$ cat src/rtl/core/assert_macros.svh
// assertion helpers, clocked on i_clk and off during reset
`ifndef ASSERT_MACROS_SVH
`define ASSERT_MACROS_SVH

`define DDO_ASSERT(lbl, prop, msg) \
    lbl: assert property (@(posedge i_clk) disable iff (!i_rst_n) prop) \
        else $error(msg);

`define DDO_ASSERT_NEXT(lbl, pre, post, msg) \
    `DDO_ASSERT(lbl, (pre) |=> (post), msg)

`endif

$ cat src/rtl/core/ddo_pkg.sv
package ddo_pkg;

    typedef enum logic [2:0] {
        ST_IDLE,
        ST_ANG,
        ST_DIST,
        ST_STEP,
        ST_KMUL,
        ST_FOLD,
        ST_ROT,
        ST_DONE
    } t_state;

    typedef logic [1:0] t_cfg_index;

    localparam t_cfg_index CFG_ANGLE_GAIN    = 2'd0;
    localparam t_cfg_index CFG_DISTANCE_GAIN = 2'd1;
    localparam t_cfg_index CFG_WRAP_LIMIT    = 2'd2;

    localparam logic [15:0] ANGLE_GAIN_RST    = 16'd6489;
    localparam logic [15:0] DISTANCE_GAIN_RST = 16'd16487;
    localparam logic [14:0] WRAP_LIMIT_RST    = 15'd1000;
    localparam logic [15:0] LAST_RST          = 16'h8000;

    localparam int DELTA_W = 18;
    localparam int SUM_W   = 19;
    localparam int MA_W    = 26;
    localparam int MB_W    = 33;
    localparam int PROD_W  = MA_W + MB_W;
    localparam int STEP_W  = 26;
    localparam int MAG_W   = 25;
    localparam int XW      = 44;
    localparam int ZW      = 33;
    localparam int DX_W    = 28;
    localparam int ATAN_ENTRIES = 24;

    localparam logic [31:0] CORDIC_K = 32'h9B74EDA8;

    localparam logic signed [ZW-1:0] Z_QUARTER = 33'sh0_4000_0000;
    localparam logic signed [ZW-1:0] Z_HALF    = 33'sh0_8000_0000;

    function automatic logic signed [ZW-1:0] atan_entry(input logic [4:0] idx);
        logic [29:0] v;
        unique case (idx)
            5'd0:    v = 30'h20000000;
            5'd1:    v = 30'h12E4051E;
            5'd2:    v = 30'h09FB385B;
            5'd3:    v = 30'h051111D4;
            5'd4:    v = 30'h028B0D43;
            5'd5:    v = 30'h0145D7E1;
            5'd6:    v = 30'h00A2F61E;
            5'd7:    v = 30'h00517C55;
            5'd8:    v = 30'h0028BE53;
            5'd9:    v = 30'h00145F2F;
            5'd10:   v = 30'h000A2F98;
            5'd11:   v = 30'h000517CC;
            5'd12:   v = 30'h00028BE6;
            5'd13:   v = 30'h000145F3;
            5'd14:   v = 30'h0000A2FA;
            5'd15:   v = 30'h0000517D;
            5'd16:   v = 30'h000028BE;
            5'd17:   v = 30'h0000145F;
            5'd18:   v = 30'h00000A30;
            5'd19:   v = 30'h00000518;
            5'd20:   v = 30'h0000028C;
            5'd21:   v = 30'h00000146;
            5'd22:   v = 30'h000000A3;
            5'd23:   v = 30'h00000051;
            default: v = 30'h0;
        endcase
        return $signed({3'b000, v});
    endfunction

endpackage

$ cat src/rtl/core/differential_drive_odometry.sv
// Wheel-encoder odometry for a differential-drive base. Each input beat carries raw signed
// 16-bit right and left encoder counts (mode 0) or a request to start a new iteration
// (mode 1, which clears heading and travelled distance and leaves position alone). Count
// deltas are unwrapped against wrap_limit, scaled by angle_gain and distance_gain (Q8.8,
// round to nearest), and the position moves by the distance step along the new heading,
// found by a rotation-mode CORDIC. A mode 1 beat goes from acceptance straight to the
// output register. A tick uses one shared multiplier three times, for the angle, the
// distance step and the CORDIC gain, and then the CORDIC stage, which does one
// micro-rotation per cycle and then adds the rounded step to the position. One beat is
// worked on at a time; the result sits in an output register, so the next beat is
// accepted while it waits. Distance and position saturate; position is held in
// POSITION_BITS and reported clamped to 32 bits.
// Configuration writes take effect at once and belong between beats.
`include "assert_macros.svh"

module differential_drive_odometry #(
    parameter int CORDIC_STEPS  = 16,
    parameter int POSITION_BITS = 32
) (
    input  logic                i_clk,
    input  logic                i_rst_n,
    input  logic                i_cfg_wr_en,
    input  logic [1:0]          i_cfg_index,
    input  logic [15:0]         i_cfg_wdata,
    input  logic                i_in_valid,
    output logic                o_in_ready,
    input  logic                i_in_mode,
    input  logic signed [15:0]  i_in_right_reading,
    input  logic signed [15:0]  i_in_left_reading,
    output logic                o_out_valid,
    input  logic                i_out_ready,
    output logic signed [15:0]  o_out_heading,
    output logic signed [31:0]  o_out_travelled,
    output logic signed [31:0]  o_out_position_x,
    output logic signed [31:0]  o_out_position_y
);

    localparam int NSTEP = (CORDIC_STEPS > ddo_pkg::ATAN_ENTRIES) ?
                           ddo_pkg::ATAN_ENTRIES : CORDIC_STEPS;
    localparam logic [4:0] ITER_END = 5'(NSTEP);
    localparam int PB = POSITION_BITS;
    localparam int SW = ((PB > ddo_pkg::DX_W) ? PB : ddo_pkg::DX_W) + 1;
    localparam int EW = (PB > 32) ? PB : 32;
    localparam logic signed [SW-1:0] P_MAX = {{(SW - PB + 1){1'b0}}, {(PB - 1){1'b1}}};
    localparam logic signed [SW-1:0] P_MIN = ~P_MAX;
    localparam logic signed [EW-1:0] O_MAX = EW'(2147483647);
    localparam logic signed [EW-1:0] O_MIN = -O_MAX - EW'(1);

    ddo_pkg::t_state r_state, n_state;

    logic [15:0] r_angle_gain, r_distance_gain;
    logic [14:0] r_wrap_limit;

    logic [15:0]        r_last_right, r_last_left;
    logic [15:0]        r_angle;
    logic signed [31:0] r_distance;
    logic signed [PB-1:0] r_pos_x, r_pos_y;

    logic signed [ddo_pkg::SUM_W-1:0]  r_diff, r_sum;
    logic signed [ddo_pkg::PROD_W-1:0] r_prod;
    logic [ddo_pkg::MAG_W-1:0]         r_mag;
    logic                              r_neg;
    logic signed [ddo_pkg::XW-1:0]     r_x, r_y;
    logic signed [ddo_pkg::ZW-1:0]     r_z;
    logic [4:0]                        r_iter;

    logic               r_out_valid;
    logic signed [15:0] r_out_heading;
    logic signed [31:0] r_out_travelled, r_out_x, r_out_y;

    logic in_fire, out_free;
    assign in_fire  = i_in_valid && o_in_ready;
    assign out_free = !r_out_valid || i_out_ready;

    // encoder unwrap
    logic [15:0] enc_r, enc_l;
    logic signed [ddo_pkg::DELTA_W-1:0] d_r, d_l, raw_r, raw_l, lim;
    always_comb begin
        enc_r = {~i_in_right_reading[15], i_in_right_reading[14:0]};
        enc_l = {~i_in_left_reading[15], i_in_left_reading[14:0]};
        lim   = $signed({3'b000, r_wrap_limit});
        raw_r = $signed({2'b00, enc_r}) - $signed({2'b00, r_last_right});
        raw_l = $signed({2'b00, enc_l}) - $signed({2'b00, r_last_left});
        if (raw_r > lim) begin
            d_r = raw_r - 18'sd65536;
        end else if (raw_r < -lim) begin
            d_r = raw_r + 18'sd65536;
        end else begin
            d_r = raw_r;
        end
        if (raw_l > lim) begin
            d_l = raw_l - 18'sd65536;
        end else if (raw_l < -lim) begin
            d_l = raw_l + 18'sd65536;
        end else begin
            d_l = raw_l;
        end
    end

    // shared multiplier
    logic signed [ddo_pkg::MA_W-1:0] mul_a;
    logic signed [ddo_pkg::MB_W-1:0] mul_b;
    always_comb begin
        case (r_state)
            ddo_pkg::ST_ANG: begin
                mul_a = ddo_pkg::MA_W'(r_diff);
                mul_b = $signed({17'd0, r_angle_gain});
            end
            ddo_pkg::ST_DIST: begin
                mul_a = ddo_pkg::MA_W'(r_sum);
                mul_b = $signed({17'd0, r_distance_gain});
            end
            default: begin
                mul_a = $signed({1'b0, r_mag});
                mul_b = $signed({1'b0, ddo_pkg::CORDIC_K});
            end
        endcase
    end

    logic signed [ddo_pkg::PROD_W-1:0] prod_rnd;
    logic signed [ddo_pkg::STEP_W-1:0] step, step_abs;
    logic signed [32:0]                dist_sum;
    assign prod_rnd = r_prod + ddo_pkg::PROD_W'(128);
    assign step     = prod_rnd[ddo_pkg::STEP_W+7:8];
    assign step_abs = step[ddo_pkg::STEP_W-1] ? -step : step;
    assign dist_sum = $signed({r_distance[31], r_distance}) + 33'(step);

    // fold into the right half plane
    logic [31:0]                   z_raw;
    logic signed [ddo_pkg::ZW-1:0] z_ext;
    logic signed [ddo_pkg::XW-1:0] x_start;
    assign z_raw   = {r_angle[15] ^ r_neg, r_angle[14:0], 16'd0};
    assign z_ext   = $signed({z_raw[31], z_raw});
    assign x_start = $signed({3'b000, r_prod[56:16]});

    logic signed [ddo_pkg::XW-1:0] xs, ys;
    logic signed [ddo_pkg::ZW-1:0] atan_v;
    assign xs     = r_x >>> r_iter;
    assign ys     = r_y >>> r_iter;
    assign atan_v = ddo_pkg::atan_entry(r_iter);

    // round and accumulate position
    logic signed [ddo_pkg::XW-1:0]   x_rnd, y_rnd;
    logic signed [SW-1:0]            px_sum, py_sum;
    logic signed [PB-1:0]            px_next, py_next;
    always_comb begin
        x_rnd  = r_x + ddo_pkg::XW'(32768);
        y_rnd  = r_y + ddo_pkg::XW'(32768);
        px_sum = SW'(r_pos_x) + SW'($signed(x_rnd[ddo_pkg::XW-1:16]));
        py_sum = SW'(r_pos_y) + SW'($signed(y_rnd[ddo_pkg::XW-1:16]));
        if (px_sum > P_MAX) begin
            px_next = PB'(P_MAX);
        end else if (px_sum < P_MIN) begin
            px_next = PB'(P_MIN);
        end else begin
            px_next = PB'(px_sum);
        end
        if (py_sum > P_MAX) begin
            py_next = PB'(P_MAX);
        end else if (py_sum < P_MIN) begin
            py_next = PB'(P_MIN);
        end else begin
            py_next = PB'(py_sum);
        end
    end

    logic signed [EW-1:0] px_ext, py_ext;
    logic signed [31:0]   px_out, py_out;
    always_comb begin
        px_ext = EW'(r_pos_x);
        py_ext = EW'(r_pos_y);
        if (px_ext > O_MAX) begin
            px_out = 32'(O_MAX);
        end else if (px_ext < O_MIN) begin
            px_out = 32'(O_MIN);
        end else begin
            px_out = 32'(px_ext);
        end
        if (py_ext > O_MAX) begin
            py_out = 32'(O_MAX);
        end else if (py_ext < O_MIN) begin
            py_out = 32'(O_MIN);
        end else begin
            py_out = 32'(py_ext);
        end
    end

    // sequencer
    always_ff @(posedge i_clk) begin
        if (!i_rst_n) begin
            r_state <= ddo_pkg::ST_IDLE;
        end else begin
            r_state <= n_state;
        end
    end

    always_comb begin
        n_state    = r_state;
        o_in_ready = 1'b0;
        unique case (r_state)
            ddo_pkg::ST_IDLE: begin
                o_in_ready = 1'b1;
                if (i_in_valid) begin
                    n_state = i_in_mode ? ddo_pkg::ST_DONE : ddo_pkg::ST_ANG;
                end
            end
            ddo_pkg::ST_ANG:  n_state = ddo_pkg::ST_DIST;
            ddo_pkg::ST_DIST: n_state = ddo_pkg::ST_STEP;
            ddo_pkg::ST_STEP: n_state = ddo_pkg::ST_KMUL;
            ddo_pkg::ST_KMUL: n_state = ddo_pkg::ST_FOLD;
            ddo_pkg::ST_FOLD: n_state = ddo_pkg::ST_ROT;
            ddo_pkg::ST_ROT: begin
                if (r_iter == ITER_END) begin
                    n_state = ddo_pkg::ST_DONE;
                end
            end
            ddo_pkg::ST_DONE: begin
                if (out_free) begin
                    n_state = ddo_pkg::ST_IDLE;
                end
            end
            default: n_state = ddo_pkg::ST_IDLE;
        endcase
    end

    // configuration
    always_ff @(posedge i_clk) begin
        if (!i_rst_n) begin
            r_angle_gain    <= ddo_pkg::ANGLE_GAIN_RST;
            r_distance_gain <= ddo_pkg::DISTANCE_GAIN_RST;
            r_wrap_limit    <= ddo_pkg::WRAP_LIMIT_RST;
        end else if (i_cfg_wr_en) begin
            unique case (i_cfg_index)
                ddo_pkg::CFG_ANGLE_GAIN:    r_angle_gain    <= i_cfg_wdata;
                ddo_pkg::CFG_DISTANCE_GAIN: r_distance_gain <= i_cfg_wdata;
                ddo_pkg::CFG_WRAP_LIMIT:    r_wrap_limit    <= i_cfg_wdata[14:0];
                default: ;
            endcase
        end
    end

    // odometry state
    always_ff @(posedge i_clk) begin
        if (!i_rst_n) begin
            r_last_right <= ddo_pkg::LAST_RST;
            r_last_left  <= ddo_pkg::LAST_RST;
            r_angle      <= 16'd0;
            r_distance   <= 32'sd0;
            r_pos_x      <= '0;
            r_pos_y      <= '0;
        end else begin
            if (in_fire) begin
                if (i_in_mode) begin
                    r_angle    <= 16'd0;
                    r_distance <= 32'sd0;
                end else begin
                    r_last_right <= enc_r;
                    r_last_left  <= enc_l;
                end
            end
            if (r_state == ddo_pkg::ST_DIST) begin
                r_angle <= r_angle + prod_rnd[23:8];
            end
            if (r_state == ddo_pkg::ST_STEP) begin
                if (dist_sum[32] != dist_sum[31]) begin
                    r_distance <= dist_sum[32] ? 32'sh8000_0000 : 32'sh7FFF_FFFF;
                end else begin
                    r_distance <= dist_sum[31:0];
                end
            end
            if (r_state == ddo_pkg::ST_ROT && r_iter == ITER_END) begin
                r_pos_x <= px_next;
                r_pos_y <= py_next;
            end
        end
    end

    // datapath
    always_ff @(posedge i_clk) begin
        r_prod <= mul_a * mul_b;
        if (in_fire) begin
            r_diff <= ddo_pkg::SUM_W'(d_r) - ddo_pkg::SUM_W'(d_l);
            r_sum  <= ddo_pkg::SUM_W'(d_r) + ddo_pkg::SUM_W'(d_l);
        end
        case (r_state)
            ddo_pkg::ST_STEP: begin
                r_mag <= step_abs[ddo_pkg::MAG_W-1:0];
                r_neg <= step[ddo_pkg::STEP_W-1];
            end
            ddo_pkg::ST_FOLD: begin
                r_y    <= '0;
                r_iter <= 5'd0;
                if (z_ext > ddo_pkg::Z_QUARTER) begin
                    r_x <= -x_start;
                    r_z <= z_ext - ddo_pkg::Z_HALF;
                end else if (z_ext < -ddo_pkg::Z_QUARTER) begin
                    r_x <= -x_start;
                    r_z <= z_ext + ddo_pkg::Z_HALF;
                end else begin
                    r_x <= x_start;
                    r_z <= z_ext;
                end
            end
            ddo_pkg::ST_ROT: begin
                r_iter <= r_iter + 5'd1;
                if (!r_z[ddo_pkg::ZW-1]) begin
                    r_x <= r_x - ys;
                    r_y <= r_y + xs;
                    r_z <= r_z - atan_v;
                end else begin
                    r_x <= r_x + ys;
                    r_y <= r_y - xs;
                    r_z <= r_z + atan_v;
                end
            end
            default: ;
        endcase
    end

    // output register
    always_ff @(posedge i_clk) begin
        if (!i_rst_n) begin
            r_out_valid <= 1'b0;
        end else if (r_state == ddo_pkg::ST_DONE && out_free) begin
            r_out_valid <= 1'b1;
        end else if (i_out_ready) begin
            r_out_valid <= 1'b0;
        end
    end

    always_ff @(posedge i_clk) begin
        if (r_state == ddo_pkg::ST_DONE && out_free) begin
            r_out_heading   <= $signed(r_angle);
            r_out_travelled <= r_distance;
            r_out_x         <= px_out;
            r_out_y         <= py_out;
        end
    end

    assign o_out_valid      = r_out_valid;
    assign o_out_heading    = r_out_heading;
    assign o_out_travelled  = r_out_travelled;
    assign o_out_position_x = r_out_x;
    assign o_out_position_y = r_out_y;

    `DDO_ASSERT_NEXT(a_mode_clear_done, in_fire && i_in_mode,
        r_state == ddo_pkg::ST_DONE && r_angle == 16'd0 && r_distance == 32'sd0,
        "new iteration did not clear heading and distance")
    `DDO_ASSERT(a_iter_range, (r_state == ddo_pkg::ST_ROT) |-> (r_iter <= ITER_END),
        "cordic iteration count out of range")
    `DDO_ASSERT_NEXT(a_fold_range, r_state == ddo_pkg::ST_FOLD,
        r_z <= ddo_pkg::Z_QUARTER && r_z >= -ddo_pkg::Z_QUARTER,
        "folded angle outside right half plane")
    `DDO_ASSERT_NEXT(a_done_delivers, r_state == ddo_pkg::ST_DONE && out_free,
        o_out_valid && r_state == ddo_pkg::ST_IDLE,
        "finished beat not presented")

endmodule

$ cat config.mk
export PLATFORM = sky130hd
export DESIGN_NAME = differential_drive_odometry
export DESIGN_NICKNAME = d
export VERILOG_FILES = /design/src/rtl/core/ddo_pkg.sv /design/src/rtl/core/differential_drive_odometry.sv
export VERILOG_INCLUDE_DIRS = /design/src /design/src/rtl/core
export SDC_FILE = /design/constraint.sdc
export NUM_CORES = 2
export LEC_CHECK = 0
export BUFFER_PORTS_ARGS = -buffer_cell sky130_fd_sc_hd__buf_2
export CAP_MARGIN = 20
export CORE_ASPECT_RATIO = 0.6
export CORE_MARGIN = 5
export CORE_UTILIZATION = 30
export DETAILED_ROUTE_END_ITERATION = 7
export GPL_ROUTABILITY_DRIVEN = 0
export HOLD_SLACK_MARGIN = 0.15
export PLACE_DENSITY_LB_ADDON = 0.05
export SETUP_SLACK_MARGIN = 0.2
export SYNTH_ARGS = -nofsm -noshare
export SYNTH_HDL_FRONTEND = slang
export SYNTH_SLANG_ARGS = --single-unit
$ cat constraint.sdc
create_clock -name i_clk -period 18.3 [get_ports i_clk]
set_input_delay 3.66 -clock i_clk [delete_from_list [all_inputs] [get_ports i_clk]]
set_output_delay 3.66 -clock i_clk [all_outputs]
set_load 0.01 [all_outputs]
* Yosys cells after proc, flatten, opt, wreduce, memory -nomap -nowiden
Memories as Yosys holds them, arrays and structs flattened. A register that Yosys moved wholly into a read port is not among the register bits. Index checks and enable logic that the tools add are counted. W data, S select, Z words.
Cells by class: shifts and indexed selects 2, add/sub/neg operators 27, mux-type cells 41, order comparisons 14, equal/unequal tests 14, reduce and logical (&&, ||, !) cells 20, $mul 1, bitwise logic cells 4
Operators with widths (number):
- $mux W32 | 11
- $mux W44 | 4
- $pmux W44 S2 | 2
- $mux W33 | 3
- $gt A32 B32 Y1 const B | 3
- $add A44 B17 Y44 const B | 2
- $add A44 B44 Y44 | 2
- $sshr A44 B5 Y44 | 2
- $sub A44 B44 Y44 | 2
- $mux W18 | 4
- $add A32 B28 Y33 | 2
- $gt A33 B32 Y1 const B | 2
- $lt A33 B32 Y1 const B | 2
- $pmux W33 S2 | 1
- $lt A32 B32 Y1 const B | 2
- $pmux W32 S2 | 1
- $mul A26 B33 Y57 | 1
- $pmux W26 S2 | 1
- $mux W16 | 3
- $neg A41 Y44 | 1
- $add A17 B18 Y18 const B | 2
- $lt A17 B18 Y1 | 2
- $sub A17 B18 Y18 const B | 2
- $add A34 B9 Y34 const B | 1
- 38 further kinds | 65
Word-level totals: input port bits 56, ROM bits 960, output and inout port bits 114, register bits 554, memories kept 1
Memories:
- (no name shown) | words 32, bits a word 30, read ports 1, clocked after Yosys merged registers in 1, wr ports 0, line ddo_pkg.sv:44 | unique case (idx)

* Depth between registers and ports, before layout
word-level depth 6, depth in mapped cells 37, gate-level depth less buffers 34

* Worst setup path before layout
OpenSTA, ideal clock, no wires.
kind input to register, from input i_out_ready, to register r_out_heading[0], in the netlist o_out_heading[0] (enable), data required time 17716 ps, setup time 584 ps, stages 2, setup slack 9312 ps, arrival 8403 ps, path through nor2b_1 -> nor2_1
Between the ends: word-level cells in the longest chain between the ends 2
RTL lines:
- start, declared | line differential_drive_odometry.sv:31 | input logic i_out_ready,
- $logic_or A1 B1 Y1 | line differential_drive_odometry.sv:73 | assign out_free = !r_out_valid || i_out_ready;
- $logic_and A1 B1 Y1 | line differential_drive_odometry.sv:332 | if (r_state == ddo_pkg::ST_DONE && out_free) begin
- end signal, assigned | line differential_drive_odometry.sv:333 | r_out_heading <= $signed(r_angle);
- end, declared | line differential_drive_odometry.sv:68 | logic signed [15:0] r_out_heading;
Every way passes these cells. A chain may end at the register's enable or synchronous reset.

* Worst setup path in the final report
from register r_state[1], to register r_prod[45] (netlist bit)
Between the ends: word-level cells in the longest chain between the ends 3
RTL lines:
- start, declared | line differential_drive_odometry.sv:49 | ddo_pkg::t_state r_state, n_state;
- start signal, assigned | line differential_drive_odometry.sv:191 | r_state <= ddo_pkg::ST_IDLE;
- start signal, assigned | line differential_drive_odometry.sv:193 | r_state <= n_state;
- $eq A3 B2 Y1 / $eq A3 B1 Y1 (equally long branches) | line differential_drive_odometry.sv:104 | case (r_state)
- $pmux W26 S2 / $pmux W32 S2 (equally long branches) | line differential_drive_odometry.sv:104
- $mul A26 B33 Y57 * | line differential_drive_odometry.sv:280 | r_prod <= mul_a * mul_b;
- end signal, assigned | line differential_drive_odometry.sv:280
- end, declared | line differential_drive_odometry.sv:60 | logic signed [ddo_pkg::PROD_W-1:0] r_prod;
Every way passes the cells marked *; elsewhere a longest branch is shown, timed or not.

==> metrics.md <==
| Metric | Value |
|---|---|
| Post-DP HPWL | 227 mm |
| Number of max-cap violations | 0 |
| Achievable clock frequency | 94.5 MHz |
| Nets@finish | 9188 |
| CP max stage delay | 0.69 ns |
| Syn. warnings | 0 |
| Starting Density | 30.1% |
| Gr busiest metal | met1 |
| Critical Path Slowest Stage Cell | inv_1 |
| CTS tree | done |
| Post-synth top area cell | fa_1 |
| Share of cells above drive strength 1 | 7.93% |
| Largest net degree at the start of global routing | 93 |
| CTS root buf | clkbuf_16 |
| Worst-path clk slew | 0.07 ns |
| DRC errors left | 20 |
| Cts-stage hold buffer count | 0 |
| Number of distinct library cells after synthesis | 98 |
| Ys async rst share | 0% |
| CP Launch Type | flip-flop |
| Gr usage total | 22.8% |
| Pre-Repair DR Iteration Count | 8 |
| Total gr overflow | 0 |
| Vias in the first global route | 56200 |
| Setup ws final | 7.72 ns |
| Crit. End Element | flip-flop |
| I/O pins | 170 |
| Final Max Tran Viols | 0 |
| Post-CTS setup buffers | 0 |
| Critical path's most frequent cell | fa_1 |
| CTS Sinks | 576 |
| Initial antenna violation count | 28 |
| Final hold vios | 0 |
| Routed wire per std cell | 25.3 um |
| Antenna viol nets, final | 0 |
| Max-slew headroom | 8.80% |
| TritonCTS Buffers | 71 |
| Total wire length | 279 mm |
| Core Util, Final | 32.9% |
| Worst Setup Path Type | flip-flop to flip-flop |
| I/O Buffers | 169 |
| Synth top area share | 15.8% |
| Worst-Margin Slew | 1.36 ns |
| Most frequent cell after synthesis | inv_1 |
| # fillers | 24000 |
| Grt met3 use | 7.14% |
| Post-Route Setup TNS | 0 ns |
| #FFs+latches synth | 576 |
| Resize count post-CTS | 0 |
| Ys flop type | edfxtp_1 |
| Core area | 229000 um2 |
| Routing usage on met2 | 26.9% |
| Fin crit period | 10.58 ns |
| Die Span X | 628 um |
| # rows | 136 |
| Critical path data arrival time | 11.07 ns |
| Cell area after synthesis | 68900 um2 |
| DR vias | 58600 |
| CP Max Fanout | 80 |
| Status | finished with violations |
| Met1 usage | 38.8% |
| Seq/Total Area, Yosys | 21.1% |
| Failing checks | DRC |
| Flop2flop setup slack | 7.72 ns |
| Req. time, crit path | 18.79 ns |
| Latest clock arrival within the worst-skew pair | 0.67 ns |
| Die height | 381 um |
| Worst hold slack | 0.463 ns |
| H-Tree Depth | 3 |
| Avg Cell Area, Syn | 8.62 um2 |
| Top area cells in the synthesized netlist | fa_1, edfxtp_1, ha_1 |
| P&R area growth vs syn | 9.43% |
| Worst Skew | 0.0633 ns |
| Synthesized instance count | 7991 |
| Post-synth EDFFs | 301 |
| Hold Path Class | flip-flop to flip-flop |
| Final setup vio count | 0 |
| Worst slack, placed | 7.87 ns |
| First-pass GRT wire length | 406 mm |
| CTS max path bufs | 3 |
| Die footprint | 240000 um2 |
| Vias per Instance | 5.31 |
| RSZ-0062 raised after global routing | no |
| Number of DRC markers in iteration 0 | 5726 |
| Post-synth top cells | inv_1, nand2_1, nor2_1, ha_1, a21oi_1 |
| Crit share post-route | 57.8% |
## cell usage in the layout, fill, tap and decap left out, types with 39 or more instances in the layout
cell and count:
o21a_1 54, dfxtp_1 272, xnor2_1 360, nor3_1 100, mux4_2 86, mux2_2 53
o21ai_0 370, inv_1 915, a22oi_1 42, nand3_1 135, nand2_1 781, buf_4 128
and2_1 65, nor2_1 745, a211oi_1 39, a21oi_1 613, ha_1 645, o211ai_1 46
nand2b_1 75, mux2i_1 121, buf_2 168, fa_1 545, a21boi_0 86, clkbuf_16 78
nor2b_1 93, xor2_1 196, a21o_1 158, a31oi_1 51, and3_1 67, nand4_1 50
o21bai_1 40, o22ai_1 41, edfxtp_1 301
## state kept, by name, indices dropped and copies added (netlist names), 3 cells and up
signal and flops:
atan_v 30, o_out_heading 16, o_out_position_x 32, o_out_position_y 32
o_out_travelled 32, px_ext 32, py_ext 32, r_angle 16
r_angle_gain 16, r_diff 19, r_distance 32, r_distance_gain 16
r_iter 5, r_last_left 16, r_last_right 16, r_mag 25
r_prod 50, r_state 3, r_sum 18, r_wrap_limit 15
r_x 44, r_y 44, r_z 33
## final timing paths
check                               startpoint                           end  cells past startpoint
setup / recovery       r_state[1]$_SDFFE_PN0P_            r_prod[45]$_DFF_P_                     33
hold / removal    r_last_left[10]$_SDFFE_PN0P_  r_last_left[10]$_SDFFE_PN0P_                      2
setup reg to reg       r_state[1]$_SDFFE_PN0P_            r_prod[45]$_DFF_P_                     33
hold reg to reg   r_last_left[10]$_SDFFE_PN0P_  r_last_left[10]$_SDFFE_PN0P_                      2
## logic make-up after synthesis
logic type / after synthesis / synth area share [%]
AOI/OAI and AO/OA: 1786 / 16.2
xor gates and xnor gates: 558 / 7.10
other: 2 / 0.0109
buffers and inverters: 1347 / 7.60
DFF: 576 / 21.1
adders and majority gates: 1192 / 27.6
and+or+nand+nor: 2270 / 14.9
muxes: 260 / 5.44
## layer usage
metal | part of all wire [%] | up-vias
li1 | - | 27200
met3 | 9.6 | 172
met2 | 34 | 1957
met5 | 0.062 | -
met4 | 1.2 | 11
met1 | 55 | 29300
## per-stage QoR
stage / std cells / area, um2
floorplan: 7992 / 68900
detailed placement: 10900 / 72800
global placement: 10900 / 72800
CTS: 11000 / 75300
global route: 11000 / 75300
finish: 11000 / 75300
## critical path: cells and delay by family (launching register included)
family,cells,cell delay [ns]
compound gates,7,1.95
xor+xnor,1,0.16
fa+ha+maj,8,4.09
buf+inv,9,2.45
flops,1,0.31
simple gates,8,1.39
## cell type report
| class | instances | area, um2 | share of cell area, % |
|---|---|---|---|
| Tap cell | 3036 | 3800 | 5.04 |
| Clock buffer | 99 | 2100 | 2.79 |
| Inverter | 923 | 3470 | 4.60 |
| Multi-Input combinational cell | 6069 | 49200 | 65.3 |
| Clock inverter | 32 | 337 | 0.447 |
| Sequential cell | 576 | 14500 | 19.3 |
| Timing Repair Buffer | 301 | 1870 | 2.48 |
| Antenna cell | 9 | 22.5 | 0.0299 |
Power is left out: the tool's default activity adds up to more than one toggle a clock period on the data nets, which glitch-free logic cannot reach.
